==> config.mk <==
export PLATFORM = sky130hd
export DESIGN_NAME = circular_list_insert_remove
export DESIGN_NICKNAME = d
export VERILOG_FILES = /design/src/rtl/core/clir_pkg.sv /design/src/rtl/core/circular_list_insert_remove.sv /design/src/rtl/core/clir_mem.sv /design/src/rtl/core/clir_seq.sv
export SDC_FILE = /design/constraint.sdc
export NUM_CORES = 1
export LEC_CHECK = 0
export BUFFER_PORTS_ARGS = -buffer_cell sky130_fd_sc_hd__buf_2
export CAP_MARGIN = 20
export CORE_MARGIN = 2
export CORE_UTILIZATION = 40
export DETAILED_ROUTE_END_ITERATION = 16
export GPL_ROUTABILITY_DRIVEN = 1
export RECOVER_POWER = 100
export REMOVE_ABC_BUFFERS = 1
export SETUP_SLACK_MARGIN = 0.4
export SYNTH_ARGS = -nofsm -noshare
export SYNTH_HDL_FRONTEND = slang
export SYNTH_SLANG_ARGS = --single-unit
==> constraint.sdc <==
create_clock -name clk -period 7.82 [get_ports clk]
set_clock_uncertainty 0.1 [all_clocks]
set_input_delay 0 -clock clk [delete_from_list [all_inputs] [get_ports clk]]
set_output_delay 0 -clock clk [all_outputs]
set_load 0.05 [all_outputs]
==> src/rtl/core/clir_pkg.sv <==
// ----------------------------------------------------------------------------
// clir_pkg
// Types and constants shared by the circular list block: beat structs,
// operation codes and result status codes.
// ----------------------------------------------------------------------------
`default_nettype none

package clir_pkg;

  // default number of list entries
  localparam int DEPTH_DEF = 16;

  // operation codes of an input beat
  localparam logic [1:0] FN_APPEND = 2'd0;
  localparam logic [1:0] FN_LIST   = 2'd1;
  localparam logic [1:0] FN_REMOVE = 2'd2;

  // result status codes
  typedef enum logic [1:0] {
    ST_OK        = 2'd0,
    ST_NOT_FOUND = 2'd1,
    ST_FULL      = 2'd2,
    ST_EMPTY     = 2'd3
  } status_t;

  // input beat
  typedef struct packed {
    logic [1:0]         func;
    logic signed [31:0] value;
  } req_t;

  // result beat
  typedef struct packed {
    logic signed [31:0] item_value;
    status_t            status;
    logic               last;
  } res_t;

endpackage

`default_nettype wire

==> src/rtl/core/circular_list_insert_remove.sv <==
// Timing: append gives its status beat from S_DONE after acceptance; list
// gives one beat per stored entry, each from S_EVAL after an S_READ, and
// remove walks all n entries through S_READ and S_EVAL, then S_DONE.
// Throughput: one item at a time; result stalls hold it further. It is set by the
// single read port of the entry store walked one entry per read/compare pair.
// Reset clears the entry count and sequencer; entries are not cleared.
// ----------------------------------------------------------------------------
// circular_list_insert_remove
// Ordered list of signed 32-bit values with append, list and remove of all
// entries equal to a key, built as a sequencer over a one-read one-write store.
// ----------------------------------------------------------------------------
`default_nettype none

module circular_list_insert_remove #(
  parameter int DEPTH = clir_pkg::DEPTH_DEF
) (
  input  wire logic           clk,
  input  wire logic           rst_n,
  input  wire logic           in_valid,
  output logic                in_stall,
  input  wire clir_pkg::req_t in_data,
  output logic                out_valid,
  input  wire logic           out_stall,
  output clir_pkg::res_t      out_data
);

  import clir_pkg::*;

  localparam int AW = $clog2(DEPTH);
  localparam int CW = $clog2(DEPTH + 1);

  logic          mem_we;
  logic [AW-1:0] mem_waddr;
  logic [31:0]   mem_wdata;
  logic [AW-1:0] mem_raddr;
  logic [31:0]   mem_rdata;

  // entry store
  clir_mem #(
    .DEPTH (DEPTH),
    .AW    (AW)
  ) u_mem (
    .clk   (clk),
    .we    (mem_we),
    .waddr (mem_waddr),
    .wdata (mem_wdata),
    .raddr (mem_raddr),
    .rdata (mem_rdata)
  );

  // sequencer and result register
  clir_seq #(
    .DEPTH (DEPTH),
    .AW    (AW),
    .CW    (CW)
  ) u_seq (
    .clk       (clk),
    .rst_n     (rst_n),
    .in_valid  (in_valid),
    .in_stall  (in_stall),
    .in_data   (in_data),
    .out_valid (out_valid),
    .out_stall (out_stall),
    .out_data  (out_data),
    .mem_we    (mem_we),
    .mem_waddr (mem_waddr),
    .mem_wdata (mem_wdata),
    .mem_raddr (mem_raddr),
    .mem_rdata (mem_rdata)
  );

endmodule

`default_nettype wire

==> src/rtl/core/clir_mem.sv <==
// ----------------------------------------------------------------------------
// clir_mem
// Entry store of the list: one write port and one read port with
// registered read data.
// ----------------------------------------------------------------------------
`default_nettype none

module clir_mem #(
  parameter int DEPTH = clir_pkg::DEPTH_DEF,
  parameter int AW    = $clog2(DEPTH)
) (
  input  wire logic          clk,
  input  wire logic          we,
  input  wire logic [AW-1:0] waddr,
  input  wire logic [31:0]   wdata,
  input  wire logic [AW-1:0] raddr,
  output logic [31:0]        rdata
);

  logic [31:0] mem_r [DEPTH];

  // write port
  always_ff @(posedge clk) begin
    if (we) begin
      mem_r[waddr] <= wdata;
    end
  end

  // registered read port
  always_ff @(posedge clk) begin
    rdata <= mem_r[raddr];
  end

endmodule

`default_nettype wire

==> src/rtl/core/clir_seq.sv <==
// ----------------------------------------------------------------------------
// clir_seq
// Sequencer of the circular list: takes one beat at a time, walks the
// stored entries through the shared compare unit and drives the result
// register.
// ----------------------------------------------------------------------------
`default_nettype none

module clir_seq #(
  parameter int DEPTH = clir_pkg::DEPTH_DEF,
  parameter int AW    = $clog2(DEPTH),
  parameter int CW    = $clog2(DEPTH + 1)
) (
  input  wire logic          clk,
  input  wire logic          rst_n,
  input  wire logic          in_valid,
  output logic               in_stall,
  input  wire clir_pkg::req_t in_data,
  output logic               out_valid,
  input  wire logic          out_stall,
  output clir_pkg::res_t     out_data,
  output logic               mem_we,
  output logic [AW-1:0]      mem_waddr,
  output logic [31:0]        mem_wdata,
  output logic [AW-1:0]      mem_raddr,
  input  wire logic [31:0]   mem_rdata
);

  import clir_pkg::*;

  typedef enum logic [3:0] {
    S_IDLE = 4'b0001,
    S_READ = 4'b0010,
    S_EVAL = 4'b0100,
    S_DONE = 4'b1000
  } seq_state_t;

  seq_state_t  state_r, state_nxt;
  logic [AW-1:0] idx_r, idx_nxt;
  logic [CW-1:0] count_r, count_nxt;
  logic [CW-1:0] kept_r, kept_nxt;
  logic        found_r, found_nxt;
  logic [1:0]  func_r, func_nxt;
  logic [31:0] key_r, key_nxt;
  status_t     status_r, status_nxt;
  logic        out_valid_r;
  res_t        out_data_r;
  logic        out_ld;
  res_t        out_ld_data;
  logic        accept;
  logic        out_free;
  logic        match;
  logic        at_end;

  assign in_stall  = (state_r != S_IDLE) || !rst_n;
  assign accept    = in_valid && !in_stall;
  assign out_free  = !out_valid_r || !out_stall;
  assign out_valid = out_valid_r;
  assign out_data  = out_data_r;

  // shared compare unit and walk end detect
  assign match  = (mem_rdata == key_r);
  assign at_end = ((CW'(idx_r) + CW'(1)) == count_r);

  // sequencer
  always_comb begin
    state_nxt   = state_r;
    idx_nxt     = idx_r;
    count_nxt   = count_r;
    kept_nxt    = kept_r;
    found_nxt   = found_r;
    func_nxt    = func_r;
    key_nxt     = key_r;
    status_nxt  = status_r;
    mem_we      = 1'b0;
    mem_waddr   = count_r[AW-1:0];
    mem_wdata   = in_data.value;
    mem_raddr   = idx_r;
    out_ld      = 1'b0;
    out_ld_data = '{item_value: '0, status: status_r, last: 1'b1};
    case (state_r)
      S_IDLE: begin
        if (accept) begin
          func_nxt  = in_data.func;
          key_nxt   = in_data.value;
          idx_nxt   = '0;
          kept_nxt  = '0;
          found_nxt = 1'b0;
          case (in_data.func)
            FN_APPEND: begin
              if (count_r == CW'(DEPTH)) begin
                status_nxt = ST_FULL;
              end else begin
                mem_we     = 1'b1;
                count_nxt  = count_r + CW'(1);
                status_nxt = ST_OK;
              end
              state_nxt = S_DONE;
            end
            FN_LIST: begin
              if (count_r == '0) begin
                status_nxt = ST_EMPTY;
                state_nxt  = S_DONE;
              end else begin
                state_nxt = S_READ;
              end
            end
            FN_REMOVE: begin
              if (count_r == '0) begin
                status_nxt = ST_NOT_FOUND;
                state_nxt  = S_DONE;
              end else begin
                state_nxt = S_READ;
              end
            end
            default: begin
              // unused code: beat is dropped without a result
              state_nxt = S_IDLE;
            end
          endcase
        end
      end
      S_READ: begin
        state_nxt = S_EVAL;
      end
      S_EVAL: begin
        if (func_r == FN_LIST) begin
          // one result beat per entry
          if (out_free) begin
            out_ld      = 1'b1;
            out_ld_data = '{item_value: mem_rdata, status: ST_OK, last: at_end};
            if (at_end) begin
              state_nxt = S_IDLE;
            end else begin
              idx_nxt   = idx_r + AW'(1);
              state_nxt = S_READ;
            end
          end
        end else begin
          // compact the entries that do not match the key
          found_nxt = found_r || match;
          if (!match) begin
            mem_we    = 1'b1;
            mem_waddr = kept_r[AW-1:0];
            mem_wdata = mem_rdata;
            kept_nxt  = kept_r + CW'(1);
          end
          if (at_end) begin
            count_nxt  = kept_nxt;
            status_nxt = found_nxt ? ST_OK : ST_NOT_FOUND;
            state_nxt  = S_DONE;
          end else begin
            idx_nxt   = idx_r + AW'(1);
            state_nxt = S_READ;
          end
        end
      end
      S_DONE: begin
        if (out_free) begin
          out_ld    = 1'b1;
          state_nxt = S_IDLE;
        end
      end
      default: begin
        state_nxt = S_IDLE;
      end
    endcase
  end

  // control registers
  always_ff @(posedge clk) begin
    if (!rst_n) begin
      state_r     <= S_IDLE;
      count_r     <= '0;
      out_valid_r <= 1'b0;
    end else begin
      state_r <= state_nxt;
      count_r <= count_nxt;
      if (out_ld) begin
        out_valid_r <= 1'b1;
      end else if (!out_stall) begin
        out_valid_r <= 1'b0;
      end
    end
  end

  // walk and payload registers
  always_ff @(posedge clk) begin
    idx_r    <= idx_nxt;
    kept_r   <= kept_nxt;
    found_r  <= found_nxt;
    func_r   <= func_nxt;
    key_r    <= key_nxt;
    status_r <= status_nxt;
    if (out_ld) begin
      out_data_r <= out_ld_data;
    end
  end

endmodule

`default_nettype wire

# --- Yosys cells after proc, flatten, opt, wreduce, memory -nomap -nowiden ---
# Memory sizes are Yosys's and may differ from the RTL's. A register that Yosys moved wholly into a read port is not among the register bits.
# Index checks and enable logic that the tools add are counted.
op_classes:
  add_sub_neg: 4
  eq_ne: 22
  mux: 58
  reduce_logical: 19
op_table:
  columns: ["op", "n"]
  rows:
  - ["$mux 32", 3]
  - ["$mux 4", 13]
  - ["$mux 5", 8]
  - ["$eq 32x32->1", 1]
  - ["$pmux 5 s2", 2]
  - ["$pmux 4 s2", 2]
  - ["$pmux 4 s4", 1]
  - ["$mux 1", 14]
  - ["$mux 2", 7]
  - ["$reduce_and 3->1", 4]
  - ["$add 5x1->5 const B", 2]
  - ["$mux 3", 3]
  - ["$ne 3x2->1 const B", 3]
  - ["$ne 2x1->1 const B", 4]
  - ["$reduce_and 7->1", 1]
  - ["$ne 2x2->1 const B", 3]
  - ["$pmux 1 s2", 3]
  - ["$pmux 2 s3", 1]
  - ["$reduce_and 6->1", 1]
  - ["$add 4x1->5 const B", 1]
  - ["$eq 5x5->1", 1]
  - ["$eq 5x5->1 const B", 1]
  - ["$logic_not 5->1", 1]
  - ["$add 4x1->4 const B", 1]
  - ["other kinds (16)", 22]
totals:
  register_bits: 91
  ram_bits: 512
  input_bits: 38
  out_inout_bits: 37
  wordCells: 116
  memories: 1
memory_table:
  columns: ["name", "depth", "width", "read_ports", "rd_clocked_by_memory_dff", "write_ports", "line", "text"]
  rows:
  - ["u_mem.mem_r", 16, 32, 1, 1, 1, "clir_mem.sv:20", "logic [31:0] mem_r [DEPTH];"]

# --- Logic depth before layout (Yosys ltp) ---
# Gate-level depths: netlist of run 1.
logic_depth:
  ltp_word: 8
  ltp_mapped: 7

# --- Modules after synthesis ---
# From an unflattened synthesis of run 1, not the netlist that was laid out.
hier_totals:
  cells_unflattened: 1202
  area_unflattened_um2: 24622.4
modules_own_cells:
  columns: ["module", "n_inst", "cells_per_inst", "area_each_um2", "seq_area_each_um2"]
  rows:
  - ["clir_mem", 1, 838, 19835.3, 16015.4]
  - ["clir_seq", 1, 364, 4787.1, 2632.5]

# --- Worst setup path after synthesis of run 1 ---
# No wires, ideal clock.
synth_timing:
  kind: "reg2reg"
  from: "reg u_seq.state_r[3]"
  to: "mem u_mem.mem_r[0][0], enable pin"
  arrival_time_ps: 4373
  slack_ps: 2886
  stages_incl_launch_ff: 8
  n_path_buf: 0
  period_less_slack_ps: 4934
  path_cell_list: "dfxtp_1 nor4b_2 nand3_1 inv_2 nand3_2 or3_1 o31a_1 nor3_1"
synth_via:
  elab_chain_cells: 8
  elab_cells_between_ends: 11
synth_lines:
  columns: ["item", "line", "text"]
  rows:
  - ["from (decl)", "clir_seq.sv:38", "seq_state_t state_r, state_nxt;"]
  - ["from (signal assigned)", "clir_seq.sv:177", "state_r <= state_nxt;"]
  - ["$ne 4x1->1", "clir_seq.sv:55", "assign in_stall = (state_r != S_IDLE) || !rst_n;"]
  - ["$logic_or 1x1->1", "clir_seq.sv:55", null]
  - ["$logic_not 1->1", "clir_seq.sv:56", "assign accept = in_valid && !in_stall;"]
  - ["$logic_and 1x1->1", "clir_seq.sv:56", null]
  - ["$mux 1", "clir_seq.sv:83", "if (accept) begin"]
  - ["$pmux 1 s2", "clir_seq.sv:81", "case (state_r)"]
  - ["$mux 1", "clir_mem.sv:24", "if (we) begin"]
  - ["$mux 1 (not written as such)", "clir_mem.sv:25", "mem_r[waddr] <= wdata;"]
  - ["to (decl)", "clir_mem.sv:20", null]
# Several ways; a longest one is shown, not always the timed one.

# --- Worst setup path after layout of run 1 ---
layout_timing:
  from: "reg u_seq.key_r[24]"
  to: "mem u_mem.mem_r[1][24], enable pin"
layout_via:
  elab_chain_cells: 6
  elab_cells_between_ends: 9
layout_lines:
  columns: ["item", "line", "text"]
  rows:
  - ["from (decl)", "clir_seq.sv:44", "logic [31:0] key_r, key_nxt;"]
  - ["from (signal assigned)", "clir_seq.sv:193", "key_r <= key_nxt;"]
  - ["$eq 32x32->1 *", "clir_seq.sv:62", "assign match = (mem_rdata == key_r);"]
  - ["$mux 1", "clir_seq.sv:142", "if (!match) begin"]
  - ["$mux 1", "clir_seq.sv:127", "if (func_r == FN_LIST) begin"]
  - ["$pmux 1 s2", "clir_seq.sv:81", null]
  - ["$mux 1", "clir_mem.sv:24", null]
  - ["$mux 1 (not written as such)", "clir_mem.sv:25", null]
# Every way passes the cells marked *; elsewhere a longest branch is shown, timed or not.

==> metrics, run 1 <==
HPWL after DPL=approximately 30000 microns; Nets=1338; Worst setup EP type=register; H-Tree Depth=3; wire per inst=25.16 microns; Worst Path Required=7930 ps; Synth top area share=between 70 and 80%; startpoint types=register; Yosys Warn Count=0; cell with the most instances after synthesis=edfxtp_1; CP arrival=6210 ps; Period minus WS final=about 6100 ps; first-pass GRT wire length=79380 microns; largest net degree at the start of global routing=132; Initial Utilization=between 40 and 50%; Max FO, Critical Path=24; Post-Layout Cell Count=2128; drt first pass iters=5; Port Buf Inserts=74; relative slew slack=-166.1%; critical path's most frequent cell=clkbuf_1; Post-synth top flop=edfxtp_1; f_max=163.9 MHz; Synth area leaders=edfxtp_1 (73%), mux4_2 (15%), dfxtp_1 (3.4%); FP Rows=90; cell total after placement=1965; RePlAce Congestion=0.7802; Fin. Hold Viols=0; DIE WIDTH=251.6 microns; cell area after synthesis=0.02452 sq mm; Peak supply drop=0.1795 mV; RSZ-0062 raised after global routing=no; Post-Syn Instances=1129; Post-route DRC=0; fin util=46.78%; CTS tree=done; final WL=around 54000 microns; Die Y=around 250 microns; slowest cell on the critical path=clkbuf_1; syn_area_per_cell=21.72 sq um; # IOs=75; Vias/cell=5.496; Yosys reg bits=635; full die area=0.06331 sq mm; DRT antenna net count=0; Unique masters post-synth=53; clk buf depth=3; DRT iter0 DRCs=around 920; # setup viols final=0; Total GRT Usage=about 17%; power per cell area=250.5 mW/mm^2; initial antenna violation count=0; Final period util=78.03%; Final Cell Area=0.02829 sq mm; failing checks=capacitance limit, slew limit; share of layout cells above drive strength 1=a little over a fifth; worst min path class=primary input to register; clock-pin slew on the worst setup and hold paths=around 60 ps; grt total ovfl=0; largest delay contributor family on the critical path=buffers and inverters; clk_lat worst skew=600 ps; DP Area=0.02602 sq mm; run status=complete, but fails checks; setup TNS=0 ps; WP buf/inv=2; worst slew pin tran=3992 ps; TritonCTS buffer count=68; synth cell count leaders=edfxtp_1 (593), mux4_2 (160), dfxtp_1 (42); clock sink count=~640; worst setup path class=register to register; Layout area overhead=15.35%; Post-synth EDFFs=593; Via Count=11700; Max Slew Vio Count=~390; top cell type by total area after synthesis=edfxtp_1; Antenna Cells=0; CP cell instances=xor2_1 > nor4_1 > nand4_1 > o21ai_4 > clkbuf_1 > mux2_1 > nor3_2 > clkbuf_1; ys async rst share=0%; slowest cell delay on critical path=1560 ps; max cap viols=9; sequential share of the synthesized area=roughly 76%; vias in the first global route=12170; CTS root buffer=clkbuf_16; Static Leak=8.840 nW; core box area=around 0.060 sq mm
-- logic make-up (layout without fill, tap and decap cells) --
group	count (synthesis)	in the layout	synth area share (%)
fa+ha+maj	8	8	0.4082
mux	200	200	16.54
compound gates	45	45	1.286
buf+inv	60	277	1.036
simple gates	139	139	3.194
flops	635	635	76.04
xor+xnor	42	42	1.500
-- power breakdown --
group | switching, W | leakage (nW) | total, W | internal [W]
combinational | 0.000143 | 2.14 | 0.000257 | 0.000114
clock | 0.00128 | 1.06 | 0.00307 | 0.00179
sequential | 0.0000218 | 5.63 | 0.00376 | 0.00374
-- registers in the layout (all words and copies together), names as in the netlist, 2 cells and up --
| signal | flops |
|---|---|
| u_mem.rdata | 32 |
| u_seq.mem_raddr | 4 |
| u_seq.func_r | 2 |
| u_mem.mem_r | 512 |
| u_seq.out_data | 35 |
| u_seq.count_r | 5 |
| u_seq.key_r | 32 |
| u_seq.kept_r | 5 |
| u_seq.state_r | 4 |
| u_seq.status_r | 2 |
-- cell usage in the layout, fill, tap and decap left out, types with 25 or more instances in the layout --
cell           Yosys  final
and2_0             0     30
edfxtp_1         593    593
clkbuf_16          0     71
mux4_2           160    160
xor2_1            35     35
dfxtp_1           42     42
nor2_1            25     25
dlygate4sd3_1      0     38
mux2_1             0     34
clkbuf_1          27     98
-- metrics by stage --
step / worst slack, ps / power (W) / hold slack [ps]
floorplan: 585.2 / 0.004000 / -23.77
global placement: 3081 / 0.004071 / 98.87
detailed placement: 2984 / 0.004077 / 101.0
CTS: 2902 / 0.007167 / 14.26
global route: 1498 / 0.007315 / 77.45
finish: 1718 / 0.007085 / 69.97
-- metal layers --
layer	routed length (microns)	track usage, %
met5	0	0
met2	25000	26.32
met3	2600	2.620
met1	25020	25.71
met4	912	4.813
-- final timing paths --
kind         slack, ps  depth (start not counted)                      endpoint                        start
max               1720                          8  u_mem.mem_r[1][24]$_DFFE_PP_    u_seq.key_r[24]$_DFFE_PP_
min                 70                          2      u_seq.key_r[7]$_DFFE_PP_                   in_data[7]
max reg2reg       1720                          8  u_mem.mem_r[1][24]$_DFFE_PP_    u_seq.key_r[24]$_DFFE_PP_
min reg2reg        440                          1   u_seq.out_data[1]$_DFFE_PP_  u_seq.status_r[0]$_DFFE_PP_
-- layout make-up --
type,count,area [sq um]
sequential,635,18650
tap,782,978.4
inverter,10,37.54
clock inverter,27,187.7
timing repair buffer,143,849.6
clock buffer,97,1964
multi-input combinational,434,5623
fill,5006,32180
-- repair_timing --
item / 4_1_cts / 5_1_grt
hold endpoints to repair: 590 / 0
hold buffers: 38 / 0
buffers inserted: 0 / 0
gates resized for setup: 0 / 0
No activity file was read; power rests on OpenSTA's default activity.
==> run 2: changes to the inputs <==
- clock period: 7.82 -> 5.8 ns (I/O delays scaled with it)
==> metrics, run 2 (same netlist as run 1, synthesis figures left out) <==
HPWL after DPL=30640 microns; Post-route DRC=0; Final period util=84.69%; worst slew pin tran=3483 ps; FP Rows=90; failing checks=capacitance limit, slew limit; max cap viols=5; worst setup path class=register to register; Antenna Cells=0; startpoint types=register; drt first pass iters=5; CP arrival=5000 ps; Peak supply drop=0.1936 mV; Max Slew Vio Count=190; power per cell area=342.4 mW/mm^2; most frequent cells in the layout=edfxtp_1 (593), mux4_2 (160), clkbuf_1 (96); Total GRT Usage=17.42%; Fin. Hold Viols=0; Static Leak=about 8.9 nW; vias in the first global route=11980; Vias/cell=5.497; # setup viols final=0; TritonCTS buffer count=68; Max FO, Critical Path=17; # IOs=75; DRT antenna net count=0; commonest non-fill, non-tap cell in the layout=edfxtp_1; full die area=0.06331 sq mm; Initial Utilization=approximately 40%; Die Y=251.6 microns; clock sink count=roughly 640; first-pass GRT wire length=79740 microns; H-Tree Depth=3; run status=complete, but fails checks; worst min path class=primary input to register; largest net degree at the start of global routing=132; final worst setup slack=888.2 ps; core box area=0.06047 sq mm; Via Count=approximately 12000; initial antenna violation count=1; max reg flops=between 500 and 600; Period minus WS final=4912 ps; Worst setup EP type=register; Layout area overhead=15.93%; RePlAce Congestion=0.7927; clock-pin slew on the worst setup and hold paths=60 ps; f_max=203.6 MHz; number of gates resized after CTS=0; RSZ-0062 raised after global routing=no; clk buf depth=3; relative slew slack=-132.2%; wire per inst=25.44 microns; setup TNS=0 ps; CTS tree=done; share of layout cells above drive strength 1=21.76%; clk_lat worst skew=a little under 600 ps; Worst Path Required=5890 ps; final WL=54380 microns; most flop-heavy register=u_mem.mem_r; CTS root buffer=clkbuf_16; Port Buf Inserts=74; DIE WIDTH=roughly 250 microns; grt total ovfl=0; Nets=1346; DRT iter0 DRCs=between 1000 and 1500; placement-stage worst setup slack=around 1400 ps
## run 2: changes by cell type in the layout (fill, tap and decap cells not counted), moves of 3 or more
cell	before	now
nor3_2	4	0
clkbuf_2	2	8
clkinv_2	12	7
clkbuf_8	9	6
nor3_1	15	19
clkinv_1	8	13
bufinv_16	1	7
## run 2: where the power goes
| group | internal [W] | total, W | leakage, nW | switching, W |
|---|---|---|---|---|
| Clock | 0.00261 | 0.00433 | 1.10 | 0.00172 |
| Sequential | 0.00504 | 0.00507 | 5.63 | 0.0000300 |
| Combinational | 0.000144 | 0.000334 | 2.19 | 0.000189 |
## run 2: per-stage QoR
step	utilization [%]	cell area, sq um	hold WS (ps)	power (W)	std cells
after global routing	47.02	28430	24.81	0.01007	2138
after floorplan	-	24310	-23.77	0.005393	1079
after global placement	43.13	26080	103.2	0.005490	1974
final	47.02	28430	45.68	0.009736	2138
after CTS	47.49	28720	2.768	0.009852	2138
after detailed placement	43.13	26080	101.3	0.005496	1974
## run 2: per-layer routing
| metal | up-vias | GRT usage (%) | routed length (microns) |
|---|---|---|---|
| li1 | 5029 | - | - |
| met1 | 6250 | 26.08 | 24870 |
| met5 | - | 0 | 0 |
| met4 | 0 | 5.255 | 1027 |
| met2 | 413 | 25.93 | 24970 |
| met3 | 61 | 3.415 | 3514 |
## run 2: layout make-up
cell class / instances / area [sq um]
clock inverter: 34 / 360.3
tap: 782 / 978.4
sequential: 635 / 18650
inverter: 10 / 37.54
clock buffer: 92 / 1894
fill: 4974 / 32040
timing repair buffer: 151 / 908.4
multi-input combinational: 434 / 5604
## run 2: worst max-delay path: stages (launching register included)
cell	delay [ps]
edfxtp_1	390
xor2_1	180
nor4_1	720
nand4_1	450
o21ai_4	760
mux2i_1	430
nor3_1	400
clkbuf_1	1070
## run 2: worst paths after layout
| check | start | cells past startpoint | slack [ps] | end |
|---|---|---|---|---|
| worst max-delay path | u_seq.key_r[22]$_DFFE_PP_ | 7 | 890 | u_mem.mem_r[11][11]$_DFFE_PP_ |
| worst min register to register | u_seq.status_r[1]$_SDFFCE_PP0P_ | 1 | 430 | u_seq.out_data[2]$_DFFE_PP_ |
| worst max register to register | u_seq.key_r[22]$_DFFE_PP_ | 7 | 890 | u_mem.mem_r[11][11]$_DFFE_PP_ |
| worst min-delay path | in_data[7] | 2 | 50 | u_seq.key_r[7]$_DFFE_PP_ |
## run 2: timing repair
item	4_1_cts	5_1_grt
buffers inserted	0	0
hold buffers	38	0
hold endpoints to repair	568	0
==> run 3: changes to the inputs <==
- clock period: 5.8 -> 4.05 ns (I/O delays scaled with it)
==> metrics, run 3 (same netlist as run 1, synthesis figures left out) <==
Period minus WS final=3630 ps; H-Tree Depth=3; initial antenna violation count=0; CP arrival=approximately 3800 ps; net switching power=roughly 0.0028 W; Tot Pwr=0.01395 W; commonest non-fill, non-tap cell in the layout=edfxtp_1; grt total ovfl=0; DP Area=0.02628 sq mm; full die area=~0.063 sq mm; failing checks=capacitance limit, slew limit; f_max=275.5 MHz; clock sink count=635; Nets=1363; RePlAce Congestion=0.7469; FP Rows=90; # setup viols final=0; largest delay contributor family on the critical path=simple AND/OR/NAND/NOR gates; WP buf/inv=2; Comb power frac=~3.6%; drt first pass iters=5; Total GRT Usage=17.46%; DRT antenna net count=0; most frequent cells in the layout=edfxtp_1 (593), mux4_2 (160), clkbuf_1 (80); clk buf depth=3; Layout area overhead=17.32%; clk_lat worst skew=600 ps; worst slew pin tran=1805 ps; Static Leak=between 9 and 10 nW; core box area=0.06047 sq mm; Fin. Hold Viols=0; Peak supply drop=0.3022 mV; TritonCTS buffer count=67; Die Y=251.6 microns; worst min path class=primary input to register; DIE WIDTH=251.6 microns; DRT iter0 DRCs=908; Worst setup EP type=register; max reg flops=between 500 and 600; RSZ-0062 raised after global routing=no; Worst Path Required=4170 ps; first-pass GRT wire length=80550 microns; vias in the first global route=12140; slowest cell delay on critical path=560 ps; switching share of power=20.09%; CTS tree=done; max cap viols=2; largest net degree at the start of global routing=roughly 130; startpoint types=register; Vias/cell=5.498; most flop-heavy register=u_mem.mem_r; run status=complete, but fails checks; Final period util=89.63%; CTS root buffer=clkbuf_16; Max FO, Critical Path=14; share of layout cells above drive strength 1=24.53%; power per cell area=~480 mW/mm^2; Final Cell Area=0.02877 sq mm; clock-pin slew on the worst setup and hold paths=roughly 60 ps; Initial Utilization=40.55%; slowest cell on the critical path=nor4_1; Via Count=11840; worst setup path class=register to register; wire per inst=about 25 microns; Post-route DRC=0; CP cell instances=xor2_1 > nor4_1 > clkbuf_1 > nand4_1 > o21ai_4 > mux2_1 > nor3_2 > clkbuf_2; clock share of power=around 44%; final WL=about 54000 microns; # IOs=75; relative slew slack=-20.36%; Max Slew Vio Count=124; HPWL after DPL=approximately 31000 microns; fin util=47.58%; register share of total power=52.1%; P_int=0.01115 W; Port Buf Inserts=74
==> run 3: worst paths after layout <==
check	startpoint	to	slack, ps	cells past startpoint
max reg2reg	u_seq.key_r[24]$_DFFE_PP_	u_mem.mem_r[8][9]$_DFFE_PP_	420	8
max	u_seq.key_r[24]$_DFFE_PP_	u_mem.mem_r[8][9]$_DFFE_PP_	420	8
min	in_data[10]	u_seq.key_r[10]$_DFFE_PP_	60	2
min reg2reg	u_seq.status_r[0]$_DFFE_PP_	u_seq.out_data[1]$_DFFE_PP_	430	1
==> run 3: layer usage <==
metal  track usage [%]  part of all wire, %  wire, microns
met5                 0                    0              0
met4             5.289                  1.8            982
met3             2.930                  4.8           2617
met2             26.95                   47          25460
met1             25.61                   47          25280
==> run 3: layout make-up <==
type	instances	area, sq um
fill	4961	31700
timing repair buffer	169	1206
antenna	1	2.502
inverter	10	37.54
tap	782	978.4
clock buffer	93	1959
multi-input combinational	434	5650
sequential	635	18650
clock inverter	29	287.8
==> run 3: power by group through the flow <==
stage / Clock, W / Combinational (W) / Sequential [W]
final: 0.00619 / 0.000496 / 0.00726
after global placement: 0 / 0.000476 / 0.00740
after detailed placement: 0 / 0.000484 / 0.00740
after global routing: 0.00658 / 0.000541 / 0.00727
after floorplan: 0 / 0.000290 / 0.00743
after CTS: 0.00633 / 0.000517 / 0.00726
==> run 3: repair_timing <==
action / in CTS / in global routing
hold buffers: 43 / 0
buffers inserted: 0 / 0
pin swaps: 0 / 0
endpoints found under the hold margin: 568 / 0
endpoints found under the setup margin: 87 / 37
resized for setup: 1 / 3
==> run 3: through the flow <==
stage                     cells  setup WS (ps)  hold WS (ps)  setup TNS [ps]
final                      2153          419.9         55.97               0
after global routing       2152          220.4         52.58               0
after CTS                  2152          562.7         7.519               0
after detailed placement   1987          349.7         94.52               0
after global placement     1987          302.0         92.91               0
after floorplan            1079          -3185        -23.77         -844100
==> run 3: worst register-to-register path, cell delays in order, from the launching register on <==
cell,delay [ps]
edfxtp_1,380
xor2_1,190
nor4_1,560
clkbuf_1,270
nand4_1,260
o21ai_4,310
mux2_1,490
nor3_2,220
clkbuf_2,490
